**src/rtl/core/gcipher_pkg.sv**
```systemverilog
`timescale 1ns / 1ps
// ----------------------------------------------------------------------------
// gcipher_pkg
// Shared types, constants and alphabet mapping functions for the cipher.
// ----------------------------------------------------------------------------
package gcipher_pkg;

  // Key geometry
  localparam int KEY_MAX   = 16;
  localparam int KEY_POS_W = $clog2(KEY_MAX);
  localparam int KEY_LEN_W = 5;
  localparam int DIGIT_W   = 4;
  localparam int KEYS_W    = 64;

  // Alphabet
  localparam int CHAR_W     = 8;
  localparam int IDX_W      = 8;
  localparam int ALPHA_SIZE = 211;

  // Configuration port
  localparam int CFG_ADDR_W = 5;
  localparam int CFG_DATA_W = 64;
  localparam logic [1:0] REG_MODE       = 2'd0;
  localparam logic [1:0] REG_KEY_LENGTH = 2'd1;
  localparam logic [1:0] REG_KEY_DIGITS = 2'd2;

  localparam logic MODE_ENCRYPT = 1'b0;
  localparam logic MODE_DECRYPT = 1'b1;

  // Default queue depth between front and back
  localparam int QUEUE_DEPTH_DEF = 2;

  typedef struct packed {
    logic             hit;
    logic [IDX_W-1:0] idx;
  } gcipher_lookup_t;

  typedef struct packed {
    logic [IDX_W-1:0]   idx;
    logic [DIGIT_W-1:0] digit;
  } gcipher_item_t;

  typedef struct packed {
    logic [KEY_LEN_W-1:0] key_length;
    logic [KEYS_W-1:0]    key_digits;
  } gcipher_key_cfg_t;

  typedef struct packed {
    logic full;
    logic empty;
  } gcipher_q_status_t;

  // Byte to alphabet index; hit is low for bytes outside the alphabet.
  function automatic gcipher_lookup_t gc_char_to_index(input logic [CHAR_W-1:0] b);
    gcipher_lookup_t r;
    r.hit = 1'b1;
    r.idx = '0;
    if (b >= 8'd65 && b <= 8'd90) begin
      r.idx = 8'(b - 8'd65);
    end else if (b >= 8'd97 && b <= 8'd122) begin
      r.idx = 8'(8'd26 + (b - 8'd97));
    end else if (b >= 8'd48 && b <= 8'd57) begin
      r.idx = 8'(8'd52 + (b - 8'd48));
    end else if (b >= 8'd123 && b <= 8'd190) begin
      r.idx = 8'(8'd62 + (b - 8'd123));
    end else if (b >= 8'd192) begin
      r.idx = 8'(8'd130 + (b - 8'd192));
    end else if (b >= 8'd32 && b <= 8'd47) begin
      r.idx = 8'(8'd194 + (b - 8'd32));
    end else if (b == 8'd63) begin
      r.idx = 8'd210;
    end else begin
      r.hit = 1'b0;
    end
    return r;
  endfunction

  // Alphabet index (0..210) back to its byte.
  function automatic logic [CHAR_W-1:0] gc_index_to_char(input logic [IDX_W-1:0] i);
    logic [CHAR_W-1:0] c;
    if (i < 8'd26) begin
      c = 8'(8'd65 + i);
    end else if (i < 8'd52) begin
      c = 8'(8'd97 + (i - 8'd26));
    end else if (i < 8'd62) begin
      c = 8'(8'd48 + (i - 8'd52));
    end else if (i < 8'd130) begin
      c = 8'(8'd123 + (i - 8'd62));
    end else if (i < 8'd194) begin
      c = 8'(8'd192 + (i - 8'd130));
    end else if (i < 8'd210) begin
      c = 8'(8'd32 + (i - 8'd194));
    end else begin
      c = 8'd63;
    end
    return c;
  endfunction

endpackage

```
**src/rtl/core/gcipher_front.sv**
```systemverilog
`timescale 1ns / 1ps
// ----------------------------------------------------------------------------
// gcipher_front
// Classify input bytes, pick the key digit and advance the key position.
// ----------------------------------------------------------------------------
module gcipher_front import gcipher_pkg::*; (
  input  logic               clk,
  input  logic               rst_n,
  input  logic               accept,
  input  logic [CHAR_W-1:0]  in_char,
  input  logic               in_end_of_text,
  input  gcipher_key_cfg_t   key_cfg,
  output logic               push,
  output gcipher_item_t      push_item
);

  logic [KEY_POS_W-1:0] key_pos_r;
  logic [KEY_POS_W-1:0] key_pos_nxt;
  logic [KEY_LEN_W-1:0] eff_len;
  logic [KEY_LEN_W-1:0] pos_inc;
  gcipher_lookup_t      lookup;

  assign lookup = gc_char_to_index(in_char);

  // Zero length acts as one, lengths above the maximum saturate.
  always_comb begin
    if (key_cfg.key_length == '0) begin
      eff_len = KEY_LEN_W'(1);
    end else if (key_cfg.key_length > KEY_LEN_W'(KEY_MAX)) begin
      eff_len = KEY_LEN_W'(KEY_MAX);
    end else begin
      eff_len = key_cfg.key_length;
    end
  end

  assign pos_inc = KEY_LEN_W'({1'b0, key_pos_r}) + KEY_LEN_W'(1);

  always_comb begin
    key_pos_nxt = key_pos_r;
    if (accept) begin
      if (lookup.hit) begin
        if (pos_inc >= eff_len) begin
          key_pos_nxt = '0;
        end else begin
          key_pos_nxt = pos_inc[KEY_POS_W-1:0];
        end
      end
      if (in_end_of_text) begin
        key_pos_nxt = '0;
      end
    end
  end

  always_ff @(posedge clk) begin
    if (!rst_n) begin
      key_pos_r <= '0;
    end else begin
      key_pos_r <= key_pos_nxt;
    end
  end

  assign push            = accept && lookup.hit;
  assign push_item.idx   = lookup.idx;
  assign push_item.digit = key_cfg.key_digits[key_pos_r*DIGIT_W +: DIGIT_W];

endmodule

```
**src/rtl/core/gcipher_queue.sv**
```systemverilog
`timescale 1ns / 1ps
// ----------------------------------------------------------------------------
// gcipher_queue
// Short FIFO of classified items between front and back.
// ----------------------------------------------------------------------------
module gcipher_queue import gcipher_pkg::*; #(
  parameter int DEPTH = QUEUE_DEPTH_DEF
) (
  input  logic              clk,
  input  logic              rst_n,
  input  logic              push,
  input  gcipher_item_t     push_item,
  input  logic              pop,
  output gcipher_item_t     head_item,
  output gcipher_q_status_t status
);

  localparam int PTR_W = (DEPTH > 1) ? $clog2(DEPTH) : 1;
  localparam int CNT_W = $clog2(DEPTH + 1);

  gcipher_item_t    mem [DEPTH];
  logic [PTR_W-1:0] wr_ptr_r, wr_ptr_nxt;
  logic [PTR_W-1:0] rd_ptr_r, rd_ptr_nxt;
  logic [CNT_W-1:0] count_r, count_nxt;

  always_comb begin
    wr_ptr_nxt = wr_ptr_r;
    rd_ptr_nxt = rd_ptr_r;
    count_nxt  = count_r;
    if (push) begin
      wr_ptr_nxt = (wr_ptr_r == PTR_W'(DEPTH - 1)) ? '0 : PTR_W'(wr_ptr_r + 1'b1);
    end
    if (pop) begin
      rd_ptr_nxt = (rd_ptr_r == PTR_W'(DEPTH - 1)) ? '0 : PTR_W'(rd_ptr_r + 1'b1);
    end
    if (push && !pop) begin
      count_nxt = CNT_W'(count_r + 1'b1);
    end else if (pop && !push) begin
      count_nxt = CNT_W'(count_r - 1'b1);
    end
  end

  always_ff @(posedge clk) begin
    if (!rst_n) begin
      wr_ptr_r <= '0;
      rd_ptr_r <= '0;
      count_r  <= '0;
    end else begin
      wr_ptr_r <= wr_ptr_nxt;
      rd_ptr_r <= rd_ptr_nxt;
      count_r  <= count_nxt;
    end
  end

  always_ff @(posedge clk) begin
    if (push) begin
      mem[wr_ptr_r] <= push_item;
    end
  end

  assign head_item    = mem[rd_ptr_r];
  assign status.full  = (count_r == CNT_W'(DEPTH));
  assign status.empty = (count_r == '0);

endmodule

```
**src/rtl/core/gcipher_back.sv**
```systemverilog
`timescale 1ns / 1ps
// ----------------------------------------------------------------------------
// gcipher_back
// Shift the alphabet index by the key digit and register the result byte.
// ----------------------------------------------------------------------------
module gcipher_back import gcipher_pkg::*; (
  input  logic              clk,
  input  logic              rst_n,
  input  logic              mode,
  input  gcipher_item_t     head_item,
  input  logic              q_empty,
  output logic              pop,
  output logic              out_valid,
  input  logic              out_stall,
  output logic [CHAR_W-1:0] out_char
);

  logic              out_valid_r, out_valid_nxt;
  logic [CHAR_W-1:0] out_char_r;
  logic [IDX_W:0]    sum;
  logic [IDX_W:0]    diff;
  logic [IDX_W-1:0]  shifted;

  assign sum  = {1'b0, head_item.idx} + (IDX_W+1)'(head_item.digit);
  assign diff = {1'b0, head_item.idx} - (IDX_W+1)'(head_item.digit);

  // One conditional correction brings the index back into 0..210.
  always_comb begin
    if (mode == MODE_DECRYPT) begin
      shifted = diff[IDX_W] ? IDX_W'(diff + (IDX_W+1)'(ALPHA_SIZE)) : diff[IDX_W-1:0];
    end else begin
      shifted = (sum >= (IDX_W+1)'(ALPHA_SIZE)) ?
                IDX_W'(sum - (IDX_W+1)'(ALPHA_SIZE)) : sum[IDX_W-1:0];
    end
  end

  assign pop = !q_empty && (!out_valid_r || !out_stall);

  always_comb begin
    if (pop) begin
      out_valid_nxt = 1'b1;
    end else if (out_stall) begin
      out_valid_nxt = out_valid_r;
    end else begin
      out_valid_nxt = 1'b0;
    end
  end

  always_ff @(posedge clk) begin
    if (!rst_n) begin
      out_valid_r <= 1'b0;
    end else begin
      out_valid_r <= out_valid_nxt;
    end
  end

  always_ff @(posedge clk) begin
    if (pop) begin
      out_char_r <= gc_index_to_char(shifted);
    end
  end

  assign out_valid = out_valid_r;
  assign out_char  = out_char_r;

endmodule

```
**src/rtl/core/gronsfeld_cipher_custom_alphabet.sv**
```systemverilog
`timescale 1ns / 1ps
// ----------------------------------------------------------------------------
// gronsfeld_cipher_custom_alphabet
// Gronsfeld stream cipher over a fixed 211-symbol byte alphabet.
// ----------------------------------------------------------------------------
//
//  Channel   Direction  Handshake            Payload
//  input     in         in_valid / in_stall  in_char, in_end_of_text
//  result    out        out_valid/out_stall  out_char
//  config    in         APB (psel..pready)   paddr, pwdata, prdata
//
//  One transaction is taken per cycle while in_stall is low; a byte in the
//  alphabet gives its result through the queue write, then the output register.
//  Bytes outside the alphabet give no result but still honor end of text.
//  in_stall rises only when the front/back queue is full, which happens
//  only after out_stall has held the output register.
//  Reset clears the key position, the queue, the output valid and all
//  configuration registers (mode encrypt, key length 1, key digits 0).
//
module gronsfeld_cipher_custom_alphabet import gcipher_pkg::*; #(
  parameter int QUEUE_DEPTH = QUEUE_DEPTH_DEF
) (
  input  logic                  clk,
  input  logic                  rst_n,
  // input channel
  input  logic                  in_valid,
  output logic                  in_stall,
  input  logic [CHAR_W-1:0]     in_char,
  input  logic                  in_end_of_text,
  // result channel
  output logic                  out_valid,
  input  logic                  out_stall,
  output logic [CHAR_W-1:0]     out_char,
  // configuration port
  input  logic                  psel,
  input  logic                  penable,
  input  logic                  pwrite,
  input  logic [CFG_ADDR_W-1:0] paddr,
  input  logic [CFG_DATA_W-1:0] pwdata,
  output logic [CFG_DATA_W-1:0] prdata,
  output logic                  pready
);

  // Configuration registers; registers sit on 8-byte boundaries
  logic                 mode_r;
  logic [KEY_LEN_W-1:0] key_length_r;
  logic [KEYS_W-1:0]    key_digits_r;
  logic [1:0]           reg_sel;
  logic                 cfg_wr;

  gcipher_key_cfg_t     key_cfg;
  gcipher_item_t        push_item;
  gcipher_item_t        head_item;
  gcipher_q_status_t    q_status;
  logic                 accept;
  logic                 push;
  logic                 pop;
  logic                 in_hit;

  assign pready  = 1'b1;
  assign reg_sel = paddr[4:3];
  assign cfg_wr  = psel && penable && pwrite && pready;

  // Write registers; addresses past the list are ignored.
  always_ff @(posedge clk) begin
    if (!rst_n) begin
      mode_r       <= MODE_ENCRYPT;
      key_length_r <= KEY_LEN_W'(1);
      key_digits_r <= '0;
    end else if (cfg_wr) begin
      case (reg_sel)
        REG_MODE:       mode_r       <= pwdata[0];
        REG_KEY_LENGTH: key_length_r <= pwdata[KEY_LEN_W-1:0];
        REG_KEY_DIGITS: key_digits_r <= pwdata[KEYS_W-1:0];
        default: ;
      endcase
    end
  end

  // Read back the addressed register, zero-extended.
  always_comb begin
    case (reg_sel)
      REG_MODE:       prdata = CFG_DATA_W'(mode_r);
      REG_KEY_LENGTH: prdata = CFG_DATA_W'(key_length_r);
      REG_KEY_DIGITS: prdata = CFG_DATA_W'(key_digits_r);
      default:        prdata = '0;
    endcase
  end

  assign key_cfg.key_length = key_length_r;
  assign key_cfg.key_digits = key_digits_r;

  // Hold the input off only while the queue is full.
  assign in_stall = q_status.full;
  assign accept   = in_valid && !in_stall;

  // Front: classify the byte, pick its key digit, advance the key position.
  gcipher_front u_front (
    .clk            (clk),
    .rst_n          (rst_n),
    .accept         (accept),
    .in_char        (in_char),
    .in_end_of_text (in_end_of_text),
    .key_cfg        (key_cfg),
    .push           (push),
    .push_item      (push_item)
  );

  // Queue: decouple classification from the shift and output stage.
  gcipher_queue #(
    .DEPTH (QUEUE_DEPTH)
  ) u_queue (
    .clk       (clk),
    .rst_n     (rst_n),
    .push      (push),
    .push_item (push_item),
    .pop       (pop),
    .head_item (head_item),
    .status    (q_status)
  );

  // Back: modular shift, index-to-byte mapping, output register.
  gcipher_back u_back (
    .clk       (clk),
    .rst_n     (rst_n),
    .mode      (mode_r),
    .head_item (head_item),
    .q_empty   (q_status.empty),
    .pop       (pop),
    .out_valid (out_valid),
    .out_stall (out_stall),
    .out_char  (out_char)
  );

  // Independent membership check for the assertions below
  gcipher_lookup_t chk_lookup;
  assign chk_lookup = gc_char_to_index(in_char);
  assign in_hit     = chk_lookup.hit;

  // An accepted byte enters the queue exactly when it is in the alphabet.
  a_push_matches_hit: assert property (@(posedge clk) disable iff (!rst_n)
    accept |-> (push == in_hit))
    else $error("queue push does not match alphabet membership");

  // A pushed item leaves the queue non-empty on the next cycle.
  a_push_fills_queue: assert property (@(posedge clk) disable iff (!rst_n)
    push |=> !q_status.empty)
    else $error("queue empty right after a push");

  // A result appears only from an item that was waiting in the queue.
  a_out_from_queue: assert property (@(posedge clk) disable iff (!rst_n)
    $rose(out_valid) |-> $past(!q_status.empty))
    else $error("result raised without a queued item");

  // The queue is only full after the output side has been stalled.
  a_full_only_when_stalled: assert property (@(posedge clk) disable iff (!rst_n)
    q_status.full |-> $past(out_stall))
    else $error("queue full although output was not stalled");

endmodule
```
**config.mk**
```make
export PLATFORM = sky130hd
export DESIGN_NAME = gronsfeld_cipher_custom_alphabet
export DESIGN_NICKNAME = d
export VERILOG_FILES = /design/src/rtl/core/gcipher_pkg.sv /design/src/rtl/core/gcipher_front.sv /design/src/rtl/core/gcipher_queue.sv /design/src/rtl/core/gcipher_back.sv /design/src/rtl/core/gronsfeld_cipher_custom_alphabet.sv
export SDC_FILE = /design/constraint.sdc
export NUM_CORES = 1
export LEC_CHECK = 0
export BUFFER_PORTS_ARGS = -buffer_cell sky130_fd_sc_hd__buf_2
export CORE_AREA = 4 4 124 174
export CTS_CLUSTER_SIZE = 30
export DETAILED_ROUTE_END_ITERATION = 12
export DIE_AREA = 0 0 128 178
export PLACE_DENSITY = 0.56
export SETUP_SLACK_MARGIN = 0.15
export SYNTH_ARGS = -nofsm -noshare
export SYNTH_HDL_FRONTEND = slang
export SYNTH_SLANG_ARGS = --single-unit
```
**constraint.sdc**
```tcl
create_clock -name clk -period 5.59 [get_ports clk]
set_clock_uncertainty 0.05 [all_clocks]
set_input_delay 0.559 -clock clk [delete_from_list [all_inputs] [get_ports clk]]
set_output_delay 0.559 -clock clk [all_outputs]
set_load 0.005 [all_outputs]
```
* Word-level counts from Yosys, hierarchy flattened
Memories as Yosys holds them, arrays and structs flattened. A register that Yosys moved wholly into a read port is not among the register bits. Index checks and enable logic that the tools add are counted.
Cells by class: reduce and logical (&&, ||, !) cells 28, shift operators 1, mux-type cells 39, add/subtract/negate cells 31, equal/unequal tests 5, magnitude comparators 20
Operators with widths (count):
- $pmux 64 s3 | 1
- $mux 8 | 16
- $shiftx 64x7->4 | 1
- $add 6x8->8 const A | 4
- $sub 8x6->8 const B | 4
- $sub 8x8->8 const B | 4
- $add 7x8->8 const A | 3
- $add 8x8->8 const A | 3
- $ge 8x7->1 const B | 3
- $lt 8x8->1 const B | 3
- $sub 8x7->8 const B | 3
- $ge 8x6->1 const B | 2
- $le 8x6->1 const B | 2
- $le 8x7->1 const B | 2
- $lt 8x6->1 const B | 2
- $mux 1 | 15
- $logic_and 1x1->1 | 12
- $mux 4 | 3
- $mux 5 | 2
- $add 8x4->9 | 1
- $ge 9x8->1 const B | 1
- $sub 8x4->9 | 1
- $add 5x8->8 const A | 1
- $add 8x8->8 const B | 1
- 21 further kinds | 34
Storage, ports and cells: RAM bits 24, logic and storage cells 134, input port bits 85, memories kept 1, bits in registers 87
Memory list:
- u_queue.mem | words 2, width 12, read ports 1, clocked after memory_dff 1, write ports 1, RTL line gcipher_queue.sv:21 | gcipher_item_t mem [DEPTH];

* Depth between registers and ports, before layout
depth after elaboration 13, mapped depth 20, mapped depth without buffers 17

* Hierarchy
A second synthesis with hierarchy kept.
Unflattened totals: cells, all modules 922, area, all modules 8255.4 µm²
Modules (own cells, without submodules):
- gronsfeld_cipher_custom_alphabet | cells an instance 380, seq. area each 1401.3 µm², area each 3301.9 µm², instances 1
- gcipher_back | cells an instance 273, seq. area each 260.2 µm², area each 2117.0 µm², instances 1
- gcipher_front | cells an instance 210, seq. area each 80.1 µm², area each 1756.7 µm², instances 1
- gcipher_queue | cells an instance 59, seq. area each 820.8 µm², area each 1079.8 µm², instances 1

* Worst setup path after synthesis
OpenSTA, ideal clock, no wires.
kind reg2reg, from register (tool-made name), to register u_back.out_char_r[3], in the netlist u_back.out_char[3] (data pin), buffers on the path 3, setup time 0.257 ns, required time 5.283 ns, cell stages (with the launch flop) 19, arrival time 4.295 ns, slack 0.988 ns, period minus slack after synthesis 4.602 ns, cells stage by stage dfxtp_1 > buf_6 > buf_6 > mux2_2 > ha_1 > fa_1 > ha_1 > nor4_1 > mux2i_1 > a22oi_1 > o21ai_1 > a221o_1 > buf_6 > clkinv_4 > nand2_4 > a311oi_4 > mux2_2 > a221oi_2 > o21ai_2
RTL lines:
- to (signal assigned) | RTL line gcipher_back.sv:59 | out_char_r <= gc_index_to_char(shifted);
- to (decl) | RTL line gcipher_back.sv:19 | logic [CHAR_W-1:0] out_char_r;

==> metrics <==
run status=finished, final reports clean; Compound-Gate Fraction of Synth Area=0.216; clk sinks=112; most common flop cell mapped by yosys=dfxtp_1; Mapped Area=7880 um2; H-Tree Depth=3; Skew-Pair Late Insertion Delay=0.36 ns; GRT overflow=0; worst setup path end=u_back.out_char[2]$_DFFE_PP_; Hold Crit Class=in2reg; total CTS buffers=9; Total Nets Final=1141; CTS tree=built; WL per Instance=16.8 um; RSZ-0062 raised after global routing=false; clk slew on worst S/H paths=0.08 ns; cts repair resizes=0; die area=22800 um2; Die Ht=178 um; Post-Synth Simple-Gate Area=0.221; slack of the worst reg-to-reg path=0.62 ns; DRT Pass-1 Iters=4; GRT Total Usage=0.188; Die W=128 um; hpwl dp=15800 um; num rows=61; placed insts=1261; #FFs+latches synth=112; f_max=201 MHz; PD cells=477 nW/um2; post-synth top area cell=dfxtp_1; kind of critical path=reg2reg; synth top area cells=dfxtp_1, edfxtp_1, nand2_1; non-filler cells, final=1277; # IOs=160; slew margin rel.=0.349; first-pass GRT wire length=34900 um; vias in the first global route=6704; Synth cell types=88; critical path required time=5.64 ns; reg2reg path depth=14; residual DRC count=0; Hold-fix buffers, CTS=0; # diodes=0; Syn Nets=1010; final hold slack=0.391 ns; CP Data Arrival Time=5.03 ns; r2r endpoint=u_back.out_char[2]$_DFFE_PP_; Post-synth EDFFs=32; Async S/R FF share, synth=0; startpoint types=register; root buf cell=clkbuf_16; ANT nets after route=0; sequential share of the synthesized area=0.325; Least-Margin Pin Slew=0.975 ns; Max Fanout on Critical Path=13; fraction of layout cells with a size suffix above 1=0.240; Ys Warns=0; setup_tns=0 ns; Final Hold Fails=0; CORE AREA=19800 um2; fin crit period=4.97 ns; top cell type's share of synthesized area=0.203; Max rail drop VDD=0.252 mV; critical path capture point type=register; most frequent cell after synthesis=nand2_1; IO buf count=155; Avg Cell Area, Syn=8.86 um2; Final Setup Violations=0; Max-cap violations=0; Post-Syn Instances=889; post-synthesis share of cell area spent on xor and xnor gates=0.0397; initial DRC count=414; initial antenna violation count=1; pin count of the biggest net entering global routing=81; maximum clock path buffer count=2; largest family of logic cells by synthesized area=simple AND/OR/NAND/NOR gates; Starting Density=0.397; part of the cycle the worst path needs=0.890; Routed WL=21500 um; Synth Area in Adders=0.0591; max-slew violation count=0; Avg Vias per Cell=5.32; P&R area growth vs syn=16.5%; P_leak=3.67 nW; Via Count=6800; Final Wtd Congestion=0.843; Final Util=0.462; top cells by instance count after synthesis=nand2_1, dfxtp_1, and2_1, a21boi_0, clkbuf_1; share of synthesized area spent on multiplexers=0.0932; Post-CTS Setup Repair Bufs=0
## worst min-delay path by stage
stage,from,slack [ns],cells past startpoint,end
after global placement,key_digits_r[10]$_SDFFE_PN0P_,0.41,2,key_digits_r[10]$_SDFFE_PN0P_
after global routing,pwdata[52],0.39,3,key_digits_r[52]$_SDFFE_PN0P_
after CTS,pwdata[46],0.38,3,key_digits_r[46]$_SDFFE_PN0P_
after detailed placement,key_digits_r[54]$_SDFFE_PN0P_,0.42,2,key_digits_r[54]$_SDFFE_PN0P_
final,pwdata[46],0.39,3,key_digits_r[46]$_SDFFE_PN0P_
after floorplan,key_digits_r[10]$_SDFFE_PN0P_,0.40,2,key_digits_r[10]$_SDFFE_PN0P_
## final cells by class
type / count / area [um2]
fillers: 2040 / 10700
multi-input cells: 693 / 4970
flip-flops and latches: 112 / 2560
repair buffers: 174 / 918
well taps: 252 / 315
clock buffers: 10 / 239
inverters: 30 / 118
clock inverters: 6 / 53.8
## state kept, by name, summed over array words and instances (netlist names), named ones only
name	cells
u_queue.mem	24
u_queue.rd_ptr_r	1
mode_r	1
u_back.out_char	8
u_back.out_valid	1
u_queue.count_r	2
key_digits_r	64
key_length_r	5
u_front.key_pos_r	4
u_queue.wr_ptr_r	1
## per-layer routing
layer | up-vias | GRT usage | part of all wire
met5 | - | 0 | 0
met4 | 0 | 0.0553 | 0.022
met3 | 27 | 0.0398 | 0.058
met2 | 189 | 0.333 | 0.51
met1 | 3149 | 0.227 | 0.41
li1 | 3435 | - | -
## report_power, final
part           total, mW  switching, mW  internal [mW]
logic               2.72           1.56           1.16
registers           1.01         0.0377          0.969
clock network      0.647          0.321          0.326
## cell usage in the layout, fill, tap and decap left out, types with 18 or more instances in the layout
master,count
dfxtp_1,80
a21boi_0,67
ha_1,34
and2_1,72
nor2_1,31
mux4_2,20
nor2b_1,18
a21oi_1,31
xnor2_1,23
mux2i_1,18
nand2_1,158
buf_2,155
edfxtp_1,32
o21ai_0,27
buf_4,19
inv_1,29
nor3_1,18
## critical path, cell delays in order, from the launching register on
cell       delay, ns
dfxtp_1         0.53
buf_4           0.28
mux2_2          0.37
ha_1            0.40
inv_1           0.19
o311a_1         0.28
a2bb2oi_1       0.31
and2_1          0.20
a2bb2o_2        0.29
a211oi_2        0.35
a22oi_1         0.34
a31oi_2         0.48
nor2b_2         0.34
a221oi_1        0.11
o22a_1          0.19
## cells by family after synthesis
logic type      after synthesis
simple gates                349
compound gates              226
flops                       112
buf+inv                      84
mux                          47
fa+ha+maj                    36
xor+xnor                     34
other cells                   1
## stage by stage
step           setup slack [ns]  instance area [um2]  total power [mW]
2_1_floorplan             0.988                 7880              3.14
6_report                  0.616                 9180              4.38
3_5_place_dp              0.665                 8880              3.75
5_1_grt                   0.302                 9180              4.73
3_3_place_gp              0.651                 8880              3.74
4_1_cts                   0.646                 9180              4.41
Note: power is estimated with default switching activity, not from simulation.
